==> src/bgs_pkg.sv <==
`timescale 1ns / 1ps

package bgs_pkg;

  // default frame geometry
  localparam int DEF_FRAME_WIDTH  = 640;
  localparam int DEF_FRAME_HEIGHT = 480;

  // config port geometry
  localparam int CFG_DATA_W  = 32;
  localparam int CFG_INDEX_W = 3;

  // operation codes carried by each input word
  localparam logic OP_LOAD    = 1'b0;
  localparam logic OP_SEGMENT = 1'b1;

  // register indexes
  typedef enum logic [CFG_INDEX_W-1:0] {
    REG_BG_THRESHOLD = 3'd0,
    REG_FD_THRESHOLD = 3'd1,
    REG_WEIGHT_Y     = 3'd2,
    REG_WEIGHT_CBCR  = 3'd3,
    REG_ALPHA_KEEP   = 3'd4,
    REG_ALPHA_NEW    = 3'd5,
    REG_BOX_COLUMNS  = 3'd6,
    REG_BOX_ROWS     = 3'd7
  } cfg_idx_t;

  // register reset values
  localparam logic [31:0] RST_BG_THRESHOLD = 32'd1966080;
  localparam logic [7:0]  RST_FD_THRESHOLD = 8'd30;
  localparam logic [15:0] RST_WEIGHT_Y     = 16'd384;
  localparam logic [15:0] RST_WEIGHT_CBCR  = 16'd256;
  localparam logic [16:0] RST_ALPHA_KEEP   = 17'd62536;
  localparam logic [16:0] RST_ALPHA_NEW    = 17'd3000;
  localparam logic [31:0] RST_BOX_COLUMNS  = 32'd0;
  localparam logic [31:0] RST_BOX_ROWS     = 32'd0;

  // configuration as seen by the datapath
  typedef struct packed {
    logic [31:0] bg_threshold;
    logic [7:0]  fd_threshold;
    logic [15:0] weight_y;
    logic [15:0] weight_cbcr;
    logic [16:0] alpha_keep;
    logic [16:0] alpha_new;
    logic [31:0] box_columns;
    logic [31:0] box_rows;
  } cfg_t;

  // one stored pixel entry: 8.8 background per channel and last luma
  typedef struct packed {
    logic [15:0] bg_y;
    logic [15:0] bg_cb;
    logic [15:0] bg_cr;
    logic [7:0]  luma;
  } entry_t;

endpackage

==> src/bgs_cfg.sv <==
`timescale 1ns / 1ps

module bgs_cfg (
  input  logic                              clk,
  input  logic                              rst_n,
  input  logic                              cfg_we,
  input  logic [bgs_pkg::CFG_INDEX_W-1:0]   cfg_index,
  input  logic [bgs_pkg::CFG_DATA_W-1:0]    cfg_data,
  output bgs_pkg::cfg_t                     cfg
);

  bgs_pkg::cfg_t    cfg_r;
  bgs_pkg::cfg_idx_t idx;

  assign idx = bgs_pkg::cfg_idx_t'(cfg_index);

  // register file, written field by field, masked to width
  always_ff @(posedge clk) begin
    if (!rst_n) begin
      cfg_r.bg_threshold <= bgs_pkg::RST_BG_THRESHOLD;
      cfg_r.fd_threshold <= bgs_pkg::RST_FD_THRESHOLD;
      cfg_r.weight_y     <= bgs_pkg::RST_WEIGHT_Y;
      cfg_r.weight_cbcr  <= bgs_pkg::RST_WEIGHT_CBCR;
      cfg_r.alpha_keep   <= bgs_pkg::RST_ALPHA_KEEP;
      cfg_r.alpha_new    <= bgs_pkg::RST_ALPHA_NEW;
      cfg_r.box_columns  <= bgs_pkg::RST_BOX_COLUMNS;
      cfg_r.box_rows     <= bgs_pkg::RST_BOX_ROWS;
    end else if (cfg_we) begin
      case (idx)
        bgs_pkg::REG_BG_THRESHOLD: cfg_r.bg_threshold <= cfg_data;
        bgs_pkg::REG_FD_THRESHOLD: cfg_r.fd_threshold <= cfg_data[7:0];
        bgs_pkg::REG_WEIGHT_Y:     cfg_r.weight_y     <= cfg_data[15:0];
        bgs_pkg::REG_WEIGHT_CBCR:  cfg_r.weight_cbcr  <= cfg_data[15:0];
        bgs_pkg::REG_ALPHA_KEEP:   cfg_r.alpha_keep   <= cfg_data[16:0];
        bgs_pkg::REG_ALPHA_NEW:    cfg_r.alpha_new    <= cfg_data[16:0];
        bgs_pkg::REG_BOX_COLUMNS:  cfg_r.box_columns  <= cfg_data;
        bgs_pkg::REG_BOX_ROWS:     cfg_r.box_rows     <= cfg_data;
        default: ;
      endcase
    end
  end

  assign cfg = cfg_r;

endmodule

==> config.mk <==
export PLATFORM = sky130hd
export DESIGN_NAME = bgs_cfg
export DESIGN_NICKNAME = d
export VERILOG_FILES = /design/src/bgs_pkg.sv /design/src/bgs_cfg.sv
export SDC_FILE = /design/constraint.sdc
export NUM_CORES = 1
export LEC_CHECK = 0
export ABC_CLOCK_PERIOD_IN_PS = 3500
export BUFFER_PORTS_ARGS = -buffer_cell sky130_fd_sc_hd__buf_2
export CAP_MARGIN = 15
export CORE_MARGIN = 1.5
export CORE_UTILIZATION = 45
export DETAILED_ROUTE_END_ITERATION = 10
export PLACE_DENSITY_LB_ADDON = 0.12
export SETUP_SLACK_MARGIN = 0.02
export SLEW_MARGIN = 20
export SYNTH_ARGS = -nofsm -noshare
export SYNTH_HDL_FRONTEND = slang
export SYNTH_SLANG_ARGS = --single-unit
==> constraint.sdc <==
create_clock -name clk -period 3.5 [get_ports clk]
set_clock_uncertainty 0.05 [all_clocks]
set_input_delay 0.7 -clock clk [delete_from_list [all_inputs] [get_ports clk]]
set_output_delay 0.7 -clock clk [all_outputs]
set_load 0.02 [all_outputs]
==> Word level (Yosys, flattened, before mapping) <==
Cells that the tools add are included.
{ "word_totals": {"ff_bits": 170, "input_bits": 38, "out_inout_bits": 170, "elab_cells": 24} }
{ "classes": {"eq_ne": 7, "reduce_logical": 9} }
{ "ops": {"columns": ["operator", "n"], "rows": [
  ["$reduce_and A2 Y1", 8],
  ["$eq A3 B3 Y1 const B", 4],
  ["$eq A3 B2 Y1 const B", 2],
  ["$eq A3 B1 Y1 const B", 1],
  ["$logic_not A3 Y1", 1]
]} }

==> Longest topological paths before layout <==
Gate-level depths: netlist of run 1.
{ "depth": {"ltp_word": 2, "mapped_depth": 5, "depth_no_buf": 2} }

==> Worst setup path before layout of run 1 <==
Ideal clock, no wire load.
{ "synth_path": {"path_kind": "input to register", "from": "in cfg_index[0] in the netlist's numbering", "to": "reg cfg_r (netlist bit cfg[138])", "setup_ns": 0.072, "arrival_time_ns": 1.637, "required_time_ns": 3.378, "setup_slack_ns": 1.741, "path_stages": 4, "n_path_buf": 2, "cell_sequence": "buf_6 -> nor4b_4 -> buf_6 -> mux2i_1"} }
{ "synth_between": {"elab_chain_cells": 2} }
{ "synth_lines": {"columns": ["element", "line_no", "text"], "rows": [
  ["start: declaration", "bgs_cfg.sv:7", "input logic [bgs_pkg::CFG_INDEX_W-1:0] cfg_index,"],
  ["$logic_not A3 Y1", "bgs_cfg.sv:29", "case (idx)"],
  ["$reduce_and A2 Y1 (no source line)", null, null],
  ["end: declaration", "bgs_cfg.sv:12", "bgs_pkg::cfg_t cfg_r;"]
]} }
Every way passes these cells.
A chain may end at the register's enable or synchronous reset.

==> Final worst setup path of run 1 <==
{ "layout_path": {"from": "in cfg_index[1] in the netlist's numbering", "to": "reg cfg_r (netlist bit cfg[70])"} }
{ "layout_between": {"elab_chain_cells": 2} }
{ "layout_lines": {"columns": ["element", "line_no"], "rows": [
  ["$eq A3 B3 Y1", "bgs_cfg.sv:29"],
  ["$reduce_and A2 Y1 (no source line)", null]
]} }
Every way passes these cells.

==> flow_summary.html, run 1 <==
<table>
<tr><th>Metric</th><th>Value</th></tr>
<tr><th colspan="2">Timing</th></tr>
<tr><td>Fmax</td><td>0.523 GHz</td></tr>
<tr><td>RSZ-0062 raised after global routing</td><td>false</td></tr>
<tr><td>Slew Limit Fails</td><td>0</td></tr>
<tr><td>Setup TNS Final</td><td>0 ps</td></tr>
<tr><td>Final worst-path setup slack</td><td>1590 ps</td></tr>
<tr><td>Final period demand of the worst path</td><td>1910 ps</td></tr>
<tr><td>Final Hold Violating Endpoints</td><td>0</td></tr>
<tr><td>Actual transition at the worst max-transition pin</td><td>1010 ps</td></tr>
<tr><td>Setup Viol. Count Final</td><td>0</td></tr>
<tr><td>Worst hold slack</td><td>403 ps</td></tr>
<tr><td>Max-Slew Margin vs Limit</td><td>0.323</td></tr>
<tr><td>Final period utilization</td><td>0.546</td></tr>
<tr><th colspan="2">Worst setup path</th></tr>
<tr><td>Largest fanout on the critical path</td><td>13</td></tr>
<tr><td>Endpoint class of the critical path</td><td>flip-flop</td></tr>
<tr><td>Reg-to-reg critical path endpoint</td><td>cfg[68]</td></tr>
<tr><td>Cell at the slowest stage of the critical path</td><td>nand4b_1</td></tr>
<tr><td>Cell count of the worst reg-to-reg path</td><td>2</td></tr>
<tr><td>Kind of launch point of the worst setup path</td><td>input pin</td></tr>
<tr><td>Cell class contributing the biggest share of worst-path delay</td><td>simple AND/OR/NAND/NOR gates</td></tr>
<tr><td>Count of buffering cells on the critical path with inverters included</td><td>1</td></tr>
<tr><td>Category of the most critical setup path</td><td>in -&gt; reg</td></tr>
<tr><td>Flop-to-flop setup slack</td><td>2740 ps</td></tr>
<tr><td>Data required time of the worst path</td><td>3770 ps</td></tr>
<tr><td>Critical path arrival</td><td>2180 ps</td></tr>
<tr><td>Launch point of the worst reg-to-reg path</td><td>cfg[68]</td></tr>
<tr><td>Crit path cell chain</td><td>buf_2 &gt; nand4b_1 &gt; mux2i_1</td></tr>
<tr><td>CP peak stage delay</td><td>880 ps</td></tr>
<tr><th colspan="2">Synth</th></tr>
<tr><td>Portion of the post-synthesis area used by sequential elements</td><td>0.531</td></tr>
<tr><td>Synth cell types</td><td>16</td></tr>
<tr><td>Yosys warning total</td><td>0</td></tr>
<tr><td>Mean cell area of the mapped netlist</td><td>10.4 um^2</td></tr>
<tr><td>Post-synthesis instance area</td><td>6410 um^2</td></tr>
<tr><td>Synth Instances</td><td>617</td></tr>
<tr><td>Net Count, Synth</td><td>655</td></tr>
<tr><td>Number of flip-flops and latches in the synthesized netlist</td><td>170</td></tr>
<tr><th colspan="2">GRT</th></tr>
<tr><td>Maximum number of pins on one net before global-route repair</td><td>88</td></tr>
<tr><td>Initial antenna violation count</td><td>1</td></tr>
<tr><td>Wire length of the first global-routing pass</td><td>24.9 mm</td></tr>
<tr><td>Number of global-route vias before repair</td><td>4803</td></tr>
<tr><td>Total Routing Usage GR</td><td>0.218</td></tr>
<tr><td>Grt ovf</td><td>0</td></tr>
<tr><th colspan="2">Floorplanning</th></tr>
<tr><td>Die outline width</td><td>122 um</td></tr>
<tr><td>Std cell rows</td><td>43</td></tr>
<tr><td># IOs</td><td>208</td></tr>
<tr><td>Floorplan core area</td><td>13900 um^2</td></tr>
<tr><td>Effective utilization at floorplan</td><td>0.462</td></tr>
<tr><td>Die H</td><td>122 um</td></tr>
<tr><td>Die Area</td><td>15000 um^2</td></tr>
<tr><th colspan="2">Route</th></tr>
<tr><td>WL per Instance</td><td>16.3 um</td></tr>
<tr><td>Total number of vias</td><td>4914</td></tr>
<tr><td>Detailed router's first-iteration violation count</td><td>194</td></tr>
<tr><td>Wire length after detailed routing</td><td>16.3 mm</td></tr>
<tr><td>Via density per instance</td><td>4.91</td></tr>
<tr><td>DRC viols</td><td>0</td></tr>
<tr><td>Residual antenna-violating net count after detailed routing</td><td>0</td></tr>
<tr><td>Total iterations of the first detailed-routing run</td><td>5</td></tr>
<tr><th colspan="2">Power and ir drop</th></tr>
<tr><td>Maximum vdd drop</td><td>0.000332 V</td></tr>
<tr><td>Cell Pwr Density</td><td>515 nW/um^2</td></tr>
<tr><td>PnR Total Power</td><td>4.18 mW</td></tr>
<tr><td>Leakage power of the design</td><td>4.16 nW</td></tr>
<tr><th colspan="2">Clock network</th></tr>
<tr><td>Maximum buffer depth of the clock tree</td><td>2</td></tr>
<tr><td>Number of gates given a new drive strength after cts</td><td>0</td></tr>
<tr><td>Post-CTS Repair Setup Buffers</td><td>0</td></tr>
<tr><td>Total number of H-tree levels</td><td>4</td></tr>
<tr><td>Post-CTS Hold Buffers</td><td>0</td></tr>
<tr><td>Clock slew at reported path FFs</td><td>60 ps</td></tr>
<tr><td>Sink count of the clock tree</td><td>170</td></tr>
<tr><td>Skew-Pair Late Insertion Delay</td><td>420 ps</td></tr>
<tr><td>TritonCTS Buffers</td><td>17</td></tr>
<tr><td>Master cell of the clock root buffer</td><td>clkbuf_16</td></tr>
<tr><td>TritonCTS clock tree</td><td>yes</td></tr>
<tr><th colspan="2">Layout</th></tr>
<tr><td>Final Non-Filler Cells</td><td>1000</td></tr>
<tr><td>Share of the core filled with cells</td><td>0.585</td></tr>
<tr><td>Number of fill cells in the layout</td><td>1269</td></tr>
<tr><td>Area taken by multi-input logic gates</td><td>2760 um^2</td></tr>
<tr><td>Commonest non-fill, non-tap cells in the layout</td><td>buf_2 (206), nand2_1 (177), mux2i_1 (170), dfxtp_1 (170), nor2b_1 (44)</td></tr>
<tr><td>Most common cell after layout, fill and taps aside</td><td>buf_2</td></tr>
<tr><td>Ratio of cells with drive above 1 in the final layout</td><td>0.306</td></tr>
<tr><td>Total non-filler cell area in the finished layout</td><td>8120 um^2</td></tr>
<tr><td>Net total in the final layout</td><td>847</td></tr>
<tr><td># diodes</td><td>0</td></tr>
<tr><td>Max FFs per register</td><td>170</td></tr>
<tr><td>P&amp;R area growth vs syn</td><td>26.7%</td></tr>
<tr><td>Combined flip-flop and latch cell area</td><td>3400 um^2</td></tr>
<tr><th colspan="2">Place</th></tr>
<tr><td>Dpl ws</td><td>1180 ps</td></tr>
<tr><td>Area after DPL</td><td>7530 um^2</td></tr>
<tr><td>Port Buffer Count</td><td>207</td></tr>
<tr><td>Routability-driven placement congestion ratio</td><td>0.758</td></tr>
<tr><td>HPWL after detailed placement</td><td>11.2 mm</td></tr>
<tr><td>Inst Count DP</td><td>970</td></tr>
<tr><th colspan="2">Min path</th></tr>
<tr><td>Worst hold start</td><td>cfg[138]</td></tr>
<tr><td>Worst hold endpoint</td><td>cfg[138]</td></tr>
<tr><td>Worst min-delay path category</td><td>reg -&gt; reg</td></tr>
<tr><td>Cell depth of the worst min-delay path</td><td>2</td></tr>
<tr><th colspan="2">Flow run</th></tr>
<tr><td>Max_cap viols</td><td>0</td></tr>
<tr><th colspan="2">Status</th></tr>
<tr><td>Run status</td><td>complete, no violations</td></tr>
</table>
synth_stat cells:
| cell type | count | area [um^2] |
|---|---|---|
| nor2b_1 | 44 | 275 |
| nand4b_1 | 3 | 26.3 |
| buf_2 | 17 | 85.1 |
| buf_4 | 3 | 22.5 |
| and4bb_2 | 2 | 25.0 |
| buf_1 | 2 | 7.51 |
| nand2_1 | 177 | 664 |
| and4b_1 | 1 | 10.0 |
| mux2i_1 | 170 | 1700 |
| nand4_1 | 1 | 6.26 |
| dfxtp_1 | 170 | 3400 |
| nand4bb_1 | 1 | 11.3 |
| buf_6 | 6 | 67.6 |
| clkbuf_1 | 18 | 67.6 |
| nor4b_4 | 1 | 23.8 |
| nor4bb_1 | 1 | 10.0 |
final cells by class:
type | count | area share
Multi-Input combinational cell | 401 | 0.340
Sequential cell | 170 | 0.419
Tap cell | 180 | 0.0277
Clock inverter | 9 | 0.0151
Timing Repair Buffer | 219 | 0.141
Clock buffer | 21 | 0.0567
power breakdown:
part	internal [mW]	total (mW)	switching (mW)
Combinational	0.108	0.306	0.198
Clock	1.15	1.88	0.731
Sequential	1.98	2.00	0.0212
worst max path at each step:
stage,from,end,slack [ps],cells past startpoint
after floorplan,cfg_index[0],cfg[138],1740,4
after global placement,cfg_index[1],cfg[68],1290,3
after detailed placement,cfg_index[1],cfg[71],1180,3
after CTS,cfg_index[1],cfg[70],1610,3
after global routing,cfg_index[1],cfg[68],1530,3
final,cfg_index[1],cfg[70],1590,3
tightest hold or removal path: stages (launching register included):
cell and delay [ps]:
dfxtp_1 300, nand2_1 50, mux2i_1 50
layer usage:
layer	share of wire	up-vias	routed length, um	global-route usage
met1	0.42	2317	6840	0.251
met3	0.080	29	1310	0.0813
li1	-	2419	-	-
met2	0.48	147	7750	0.366
met5	0.00062	-	10	0
met4	0.021	2	342	0.0908
cells by family (layout without fill, tap and decap cells):
group,count (synthesis),count (layout),synth area share
mux,170,170,0.266
flops,170,170,0.531
buf+inv,46,249,0.0391
simple gates,231,231,0.164
No activity file was read; power rests on OpenSTA's default activity.
==> inputs of run 2 (changes only) <==
Settings changed: ABC_CLOCK_PERIOD_IN_PS 3500 to 1700.
Clock period 3.5 ns to 1.7 ns, I/O delays scaled along.
==> run 2 against run 1 <==
Against the previous run:
- clock power rose by 110%
- worst hold slack got worse by 260 ps
- final area rose by 2.4%
- sequential power rose by 110%
- via count rose by 1.1%
- combinational power rose by 120%
- non-clock buffer count rose by 13
- wire length rose by 0.29%
- critical path depth fell by 2
- largest power group unchanged
==> flow_summary.html, run 2 (same netlist as run 1, synthesis figures left out) <==
<table>
<tr><th>Metric</th><th>Value</th></tr>
<tr><th colspan="2">Timing</th></tr>
<tr><td>Final period utilization</td><td>0.796</td></tr>
<tr><td>Final period demand of the worst path</td><td>1350 ps</td></tr>
<tr><td>Final worst-path setup slack</td><td>347 ps</td></tr>
<tr><td>Fmax</td><td>0.739 GHz</td></tr>
<tr><td>Final Hold Violating Endpoints</td><td>0</td></tr>
<tr><td>RSZ-0062 raised after global routing</td><td>false</td></tr>
<tr><td>Setup Viol. Count Final</td><td>0</td></tr>
<tr><td>Max-Slew Margin vs Limit</td><td>0.757</td></tr>
<tr><td>Slew Limit Fails</td><td>0</td></tr>
<tr><td>Setup TNS Final</td><td>0 ps</td></tr>
<tr><td>Actual transition at the worst max-transition pin</td><td>363 ps</td></tr>
<tr><th colspan="2">Floorplanning</th></tr>
<tr><td># IOs</td><td>208</td></tr>
<tr><td>Effective utilization at floorplan</td><td>0.462</td></tr>
<tr><td>Die outline width</td><td>122 um</td></tr>
<tr><td>Floorplan core area</td><td>13900 um^2</td></tr>
<tr><td>Std cell rows</td><td>43</td></tr>
<tr><td>Die H</td><td>122 um</td></tr>
<tr><td>Die Area</td><td>15000 um^2</td></tr>
<tr><th colspan="2">GRT</th></tr>
<tr><td>Number of global-route vias before repair</td><td>4997</td></tr>
<tr><td>Wire length of the first global-routing pass</td><td>25.3 mm</td></tr>
<tr><td>Grt ovf</td><td>0</td></tr>
<tr><td>Maximum number of pins on one net before global-route repair</td><td>49</td></tr>
<tr><td>Initial antenna violation count</td><td>1</td></tr>
<tr><td>Total Routing Usage GR</td><td>0.220</td></tr>
<tr><th colspan="2">Power and ir drop</th></tr>
<tr><td>Leakage power of the design</td><td>4.24 nW</td></tr>
<tr><td>Maximum vdd drop</td><td>0.000672 V</td></tr>
<tr><td>Cell Pwr Density</td><td>1040 nW/um^2</td></tr>
<tr><th colspan="2">Clock network</th></tr>
<tr><td>Skew-Pair Late Insertion Delay</td><td>410 ps</td></tr>
<tr><td>TritonCTS Buffers</td><td>17</td></tr>
<tr><td>Sink count of the clock tree</td><td>170</td></tr>
<tr><td>Post-CTS Repair Setup Buffers</td><td>0</td></tr>
<tr><td>Number of gates given a new drive strength after cts</td><td>0</td></tr>
<tr><td>Total number of H-tree levels</td><td>4</td></tr>
<tr><td>Clock slew at reported path FFs</td><td>60 ps</td></tr>
<tr><td>Master cell of the clock root buffer</td><td>clkbuf_16</td></tr>
<tr><td>TritonCTS clock tree</td><td>yes</td></tr>
<tr><td>Maximum buffer depth of the clock tree</td><td>2</td></tr>
<tr><td>Post-CTS Hold Buffers</td><td>0</td></tr>
<tr><th colspan="2">Layout</th></tr>
<tr><td>Max FFs per register</td><td>170</td></tr>
<tr><td>Net total in the final layout</td><td>860</td></tr>
<tr><td>Commonest non-fill, non-tap cells in the layout</td><td>buf_2 (206), nand2_1 (177), mux2i_1 (170), dfxtp_1 (170), nor2b_1 (44)</td></tr>
<tr><td>P&amp;R area growth vs syn</td><td>29.7%</td></tr>
<tr><td>Most common cell after layout, fill and taps aside</td><td>buf_2</td></tr>
<tr><td>Number of fill cells in the layout</td><td>1191</td></tr>
<tr><td>Ratio of cells with drive above 1 in the final layout</td><td>0.320</td></tr>
<tr><th colspan="2">Worst setup path</th></tr>
<tr><td>Category of the most critical setup path</td><td>reg -&gt; out</td></tr>
<tr><td>Endpoint class of the critical path</td><td>primary output</td></tr>
<tr><td>Cell class contributing the biggest share of worst-path delay</td><td>flip-flops</td></tr>
<tr><td>Crit path cell chain</td><td>buf_2</td></tr>
<tr><td>Largest fanout on the critical path</td><td>2</td></tr>
<tr><td>Data required time of the worst path</td><td>1310 ps</td></tr>
<tr><td>Critical path arrival</td><td>960 ps</td></tr>
<tr><td>Count of buffering cells on the critical path with inverters included</td><td>1</td></tr>
<tr><td>CP peak stage delay</td><td>360 ps</td></tr>
<tr><td>Kind of launch point of the worst setup path</td><td>flip-flop</td></tr>
<tr><td>Flop-to-flop setup slack</td><td>1000 ps</td></tr>
<tr><td>Cell at the slowest stage of the critical path</td><td>dfxtp_1</td></tr>
<tr><th colspan="2">Min path</th></tr>
<tr><td>Worst min-delay path category</td><td>in -&gt; reg</td></tr>
<tr><th colspan="2">Route</th></tr>
<tr><td>WL per Instance</td><td>16.0 um</td></tr>
<tr><td>Total iterations of the first detailed-routing run</td><td>4</td></tr>
<tr><td>Detailed router's first-iteration violation count</td><td>227</td></tr>
<tr><td>Via density per instance</td><td>4.89</td></tr>
<tr><td>DRC viols</td><td>0</td></tr>
<tr><td>Residual antenna-violating net count after detailed routing</td><td>0</td></tr>
<tr><td>Wire length after detailed routing</td><td>16.3 mm</td></tr>
<tr><td>Total number of vias</td><td>4968</td></tr>
<tr><th colspan="2">Place</th></tr>
<tr><td>HPWL after detailed placement</td><td>11.6 mm</td></tr>
<tr><td>Dpl ws</td><td>162 ps</td></tr>
<tr><td>Port Buffer Count</td><td>207</td></tr>
<tr><td>Routability-driven placement congestion ratio</td><td>0.782</td></tr>
<tr><th colspan="2">Status</th></tr>
<tr><td>Run status</td><td>complete, no violations</td></tr>
<tr><th colspan="2">Flow run</th></tr>
<tr><td>Max_cap viols</td><td>0</td></tr>
</table>
## run 2: stage by stage
step                      hold WS, ps  cells  total power [mW]  utilization  cell area, um^2
after CTS                         128   1015              8.72        0.598             8310
after detailed placement          394    983              4.87        0.555             7710
after global placement            390    983              4.85        0.555             7710
final                             147   1016              8.64        0.599             8310
after floorplan                   451    617              4.62            -             6410
after global routing              149   1016              8.94        0.599             8310
## run 2: final timing paths
path	start	end	cells past startpoint
min	cfg_data[14]	cfg[95]	3
min reg2reg	cfg[17]	cfg[17]	2
max	cfg[139]	cfg[139]	1
max reg2reg	cfg[61]	cfg[61]	2
## run 2: layout make-up
type                            count  area (um^2)  share of cell area
Antenna cell                        1         2.50            0.000301
Clock buffer                       22          484              0.0583
Clock inverter                     10          116              0.0140
Multi-Input combinational cell    401         2760               0.332
Sequential cell                   170         3400               0.410
Tap cell                          180          225              0.0271
Timing Repair Buffer              232         1320               0.159
## run 2: metal layers
metal  track usage  share of wire  vias up
met1         0.261           0.43     2369
li1              -              -     2443
met4        0.0821          0.015        0
met3        0.0725          0.069       20
met5             0              0        -
met2         0.370           0.49      136
## run 2: power by group
part	switching (mW)	internal [mW]
sequential	0.0452	4.07
clock	1.54	2.32
combinational	0.413	0.249
total	2.00	6.64
## run 2: worst min-delay path, cell delays in order
cell	delay, ps
buf_2	90
nor2b_1	40
mux2i_1	110
==> inputs of run 3 (changes only) <==
Settings changed: ABC_AREA set to 1, ABC_CLOCK_PERIOD_IN_PS 1700 to 1300.
Clock period 1.7 ns to 1.3 ns, I/O delays scaled along.
==> run 3 against run 2 <==
Against the previous run:
- via count up 34%
- register-to-register slack worse by 380 ps
- highest routed layer unchanged
- synthesized cell count up 53%
==> flow_summary.html, run 3 <==
<table>
<tr><th>Metric</th><th>Value</th></tr>
<tr><th colspan="2">Clock network</th></tr>
<tr><td>Post-CTS Repair Setup Buffers</td><td>0</td></tr>
<tr><td>Sink count of the clock tree</td><td>170</td></tr>
<tr><td>Skew-Pair Late Insertion Delay</td><td>420 ps</td></tr>
<tr><td>TritonCTS clock tree</td><td>yes</td></tr>
<tr><td>Master cell of the clock root buffer</td><td>clkbuf_16</td></tr>
<tr><td>Total number of H-tree levels</td><td>4</td></tr>
<tr><td>Maximum buffer depth of the clock tree</td><td>2</td></tr>
<tr><td>TritonCTS Buffers</td><td>17</td></tr>
<tr><td>Clock slew at reported path FFs</td><td>60 ps</td></tr>
<tr><th colspan="2">Synth</th></tr>
<tr><td>Cell types with the largest area share after synthesis</td><td>dfxtp_1 (51%), nor2_1 (17%), nand2_1 (13%)</td></tr>
<tr><td>Number of flip-flops and latches in the synthesized netlist</td><td>170</td></tr>
<tr><td>Net Count, Synth</td><td>981</td></tr>
<tr><td>Portion of the post-synthesis area used by sequential elements</td><td>0.515</td></tr>
<tr><td>Count of flip-flops with a built-in enable after synthesis</td><td>0</td></tr>
<tr><td>Most area-hungry cell type in the Yosys netlist</td><td>dfxtp_1</td></tr>
<tr><td>Synth cell types</td><td>15</td></tr>
<tr><td>Share of synthesized flip-flops with an asynchronous set or reset</td><td>0</td></tr>
<tr><td>Synth Flop Type</td><td>dfxtp_1</td></tr>
<tr><td>Yosys warning total</td><td>0</td></tr>
<tr><td>Portion of synthesized cell area occupied by the leading cell type</td><td>0.515</td></tr>
<tr><td>Synth top cells by count</td><td>nor2_1 (294), nand2_1 (236), dfxtp_1 (170)</td></tr>
<tr><td>Synth Instances</td><td>943</td></tr>
<tr><td>Post-synthesis instance area</td><td>6610 um^2</td></tr>
<tr><td>Mean cell area of the mapped netlist</td><td>7.01 um^2</td></tr>
<tr><td>Cell with the most instances after synthesis</td><td>nor2_1</td></tr>
<tr><th colspan="2">Route</th></tr>
<tr><td>Via density per instance</td><td>4.86</td></tr>
<tr><td>Wire length after detailed routing</td><td>20.3 mm</td></tr>
<tr><td>WL per Instance</td><td>14.9 um</td></tr>
<tr><td>Detailed router's first-iteration violation count</td><td>521</td></tr>
<tr><td>DRC viols</td><td>0</td></tr>
<tr><td>Total iterations of the first detailed-routing run</td><td>6</td></tr>
<tr><td>Total number of vias</td><td>6654</td></tr>
<tr><td>Residual antenna-violating net count after detailed routing</td><td>0</td></tr>
<tr><th colspan="2">Timing</th></tr>
<tr><td>Slew Limit Fails</td><td>0</td></tr>
<tr><td>Max-Slew Margin vs Limit</td><td>0.680</td></tr>
<tr><td>Fmax</td><td>0.782 GHz</td></tr>
<tr><td>Final Hold Violating Endpoints</td><td>0</td></tr>
<tr><td>Final period demand of the worst path</td><td>1280 ps</td></tr>
<tr><td>Setup Viol. Count Final</td><td>0</td></tr>
<tr><td>Setup TNS Final</td><td>0 ps</td></tr>
<tr><td>Final period utilization</td><td>0.984</td></tr>
<tr><td>Final worst-path setup slack</td><td>20.6 ps</td></tr>
<tr><td>Actual transition at the worst max-transition pin</td><td>479 ps</td></tr>
<tr><td>RSZ-0062 raised after global routing</td><td>true</td></tr>
<tr><th colspan="2">Floorplanning</th></tr>
<tr><td>Die outline width</td><td>124 um</td></tr>
<tr><td>Die Area</td><td>15400 um^2</td></tr>
<tr><td>Floorplan core area</td><td>14400 um^2</td></tr>
<tr><td>Effective utilization at floorplan</td><td>0.458</td></tr>
<tr><td>Std cell rows</td><td>44</td></tr>
<tr><td>Die H</td><td>124 um</td></tr>
<tr><td># IOs</td><td>208</td></tr>
<tr><th colspan="2">Worst setup path</th></tr>
<tr><td>Kind of launch point of the worst setup path</td><td>flip-flop</td></tr>
<tr><td>Category of the most critical setup path</td><td>reg -&gt; out</td></tr>
<tr><td>Cell at the slowest stage of the critical path</td><td>dfxtp_1</td></tr>
<tr><td>Data required time of the worst path</td><td>990 ps</td></tr>
<tr><td>CP peak stage delay</td><td>380 ps</td></tr>
<tr><td>Endpoint class of the critical path</td><td>primary output</td></tr>
<tr><td>Crit path cell chain</td><td>buf_4</td></tr>
<tr><td>Count of buffering cells on the critical path with inverters included</td><td>1</td></tr>
<tr><td>Cell class contributing the biggest share of worst-path delay</td><td>flip-flops</td></tr>
<tr><td>Largest fanout on the critical path</td><td>2</td></tr>
<tr><td>Critical path arrival</td><td>970 ps</td></tr>
<tr><th colspan="2">Power and ir drop</th></tr>
<tr><td>Switching fraction of total power</td><td>0.247</td></tr>
<tr><td>PnR Total Power</td><td>12.7 mW</td></tr>
<tr><td>Cell Pwr Density</td><td>1380 nW/um^2</td></tr>
<tr><td>Reported net switching power</td><td>3.13 mW</td></tr>
<tr><td>Sequential fraction of design power</td><td>0.434</td></tr>
<tr><td>Maximum vdd drop</td><td>0.00100 V</td></tr>
<tr><td>Leakage power of the design</td><td>4.51 nW</td></tr>
<tr><td>Clock share of power</td><td>0.445</td></tr>
<tr><td>Int Power</td><td>9.54 mW</td></tr>
<tr><td>Combinational share of power</td><td>0.121</td></tr>
<tr><th colspan="2">GRT</th></tr>
<tr><td>Grt ovf</td><td>0</td></tr>
<tr><td>Initial antenna violation count</td><td>0</td></tr>
<tr><td>Maximum number of pins on one net before global-route repair</td><td>49</td></tr>
<tr><td>Wire length of the first global-routing pass</td><td>31.3 mm</td></tr>
<tr><td>Total Routing Usage GR</td><td>0.259</td></tr>
<tr><td>Number of global-route vias before repair</td><td>5789</td></tr>
<tr><th colspan="2">Place</th></tr>
<tr><td>Area after DPL</td><td>8270 um^2</td></tr>
<tr><td>HPWL after detailed placement</td><td>13.7 mm</td></tr>
<tr><td>Routability-driven placement congestion ratio</td><td>0.798</td></tr>
<tr><td>Inst Count DP</td><td>1327</td></tr>
<tr><td>Port Buffer Count</td><td>207</td></tr>
<tr><td>Dpl ws</td><td>-70.8 ps</td></tr>
<tr><th colspan="2">Status</th></tr>
<tr><td>Run status</td><td>complete, no violations</td></tr>
<tr><th colspan="2">Layout</th></tr>
<tr><td>Commonest non-fill, non-tap cells in the layout</td><td>nor2_1 (292), nand2_1 (236), dfxtp_1 (158)</td></tr>
<tr><td>Number of fill cells in the layout</td><td>1391</td></tr>
<tr><td>Net total in the final layout</td><td>1209</td></tr>
<tr><td>Most common cell after layout, fill and taps aside</td><td>nor2_1</td></tr>
<tr><td>Max FFs per register</td><td>170</td></tr>
<tr><td>Final Non-Filler Cells</td><td>1369</td></tr>
<tr><td>Ratio of cells with drive above 1 in the final layout</td><td>0.264</td></tr>
<tr><td>P&amp;R area growth vs syn</td><td>38.6%</td></tr>
<tr><td>Total non-filler cell area in the finished layout</td><td>9170 um^2</td></tr>
<tr><th colspan="2">Flow run</th></tr>
<tr><td>Max_cap viols</td><td>0</td></tr>
<tr><th colspan="2">Min path</th></tr>
<tr><td>Worst min-delay path category</td><td>in -&gt; reg</td></tr>
</table>
==> run 3: cell count changes after synthesis, sizes merged, moves of 2 or more <==
cell and delta:
and4bb -2, buf +20, clkbuf -9, inv +38, mux2i -170, nand2 +60
nand3 +138, nand4b -3, nor2 +302, nor2b -44
==> run 3: layout make-up <==
class | count | area [um^2] | area share
tap | 184 | 230 | 0.0251
clock inverter | 11 | 191 | 0.0209
sequential | 170 | 3420 | 0.373
antenna | 1 | 2.50 | 0.000273
timing repair buffer | 266 | 1930 | 0.211
inverter | 38 | 143 | 0.0156
clock buffer | 21 | 470 | 0.0513
multi-input combinational | 678 | 2780 | 0.303
==> run 3: cell families after synthesis <==
kind of cell,after synthesis,synth area share
AO/OA/AOI/OAI,1,0.000756
buffers and inverters,95,0.0685
flip-flops,170,0.515
AND/OR/NAND/NOR,677,0.416
==> run 3: power by group through the flow <==
stage                     registers (mW)  clock network, mW  logic (mW)
after floorplan                     5.82                  0       0.633
after global placement              5.60                  0        1.48
after detailed placement            5.61                  0        1.48
after CTS                           5.49               5.73        1.52
after global routing                5.51               5.95        1.67
final                               5.50               5.63        1.54
==> run 3: tightest hold or removal path, cell delays in order <==
cell and delay (ps):
buf_2 90, nand2_1 50, nand3_1 50
==> run 3: worst paths after layout <==
| check | depth (start not counted) | slack (ps) | to | from |
|---|---|---|---|---|
| setup / recovery | 1 | 20 | cfg[154] | cfg[154] |
| setup reg to reg | 2 | 620 | cfg[28] | cfg[28] |
| hold reg to reg | 2 | 410 | cfg[67] | cfg[67] |
| hold / removal | 3 | 10 | cfg[155] | cfg_data[17] |
==> run 3: timing repair <==
item | in CTS | in global routing
hold endpoints to repair | 9 | 0
hold buffers | 9 | 0
gates resized for setup | 13 | 55
gates cloned | 0 | 0
endpoints found under the setup margin | 11 | 48
==> run 3: per-layer routing <==
layer / vias to the layer above / track usage / share of wire
met1: 3044 / 0.322 / 0.42
met2: 229 / 0.427 / 0.48
met5: - / 0 / 0
li1: 3359 / - / -
met4: 0 / 0.0805 / 0.016
met3: 22 / 0.0823 / 0.079
==> run 3: stage by stage <==
stage	utilization	hold slack (ps)
floorplan	-	323
global placement	0.573	386
detailed placement	0.573	390
CTS	0.627	0.505
global route	0.635	12.6
finish	0.635	13.8
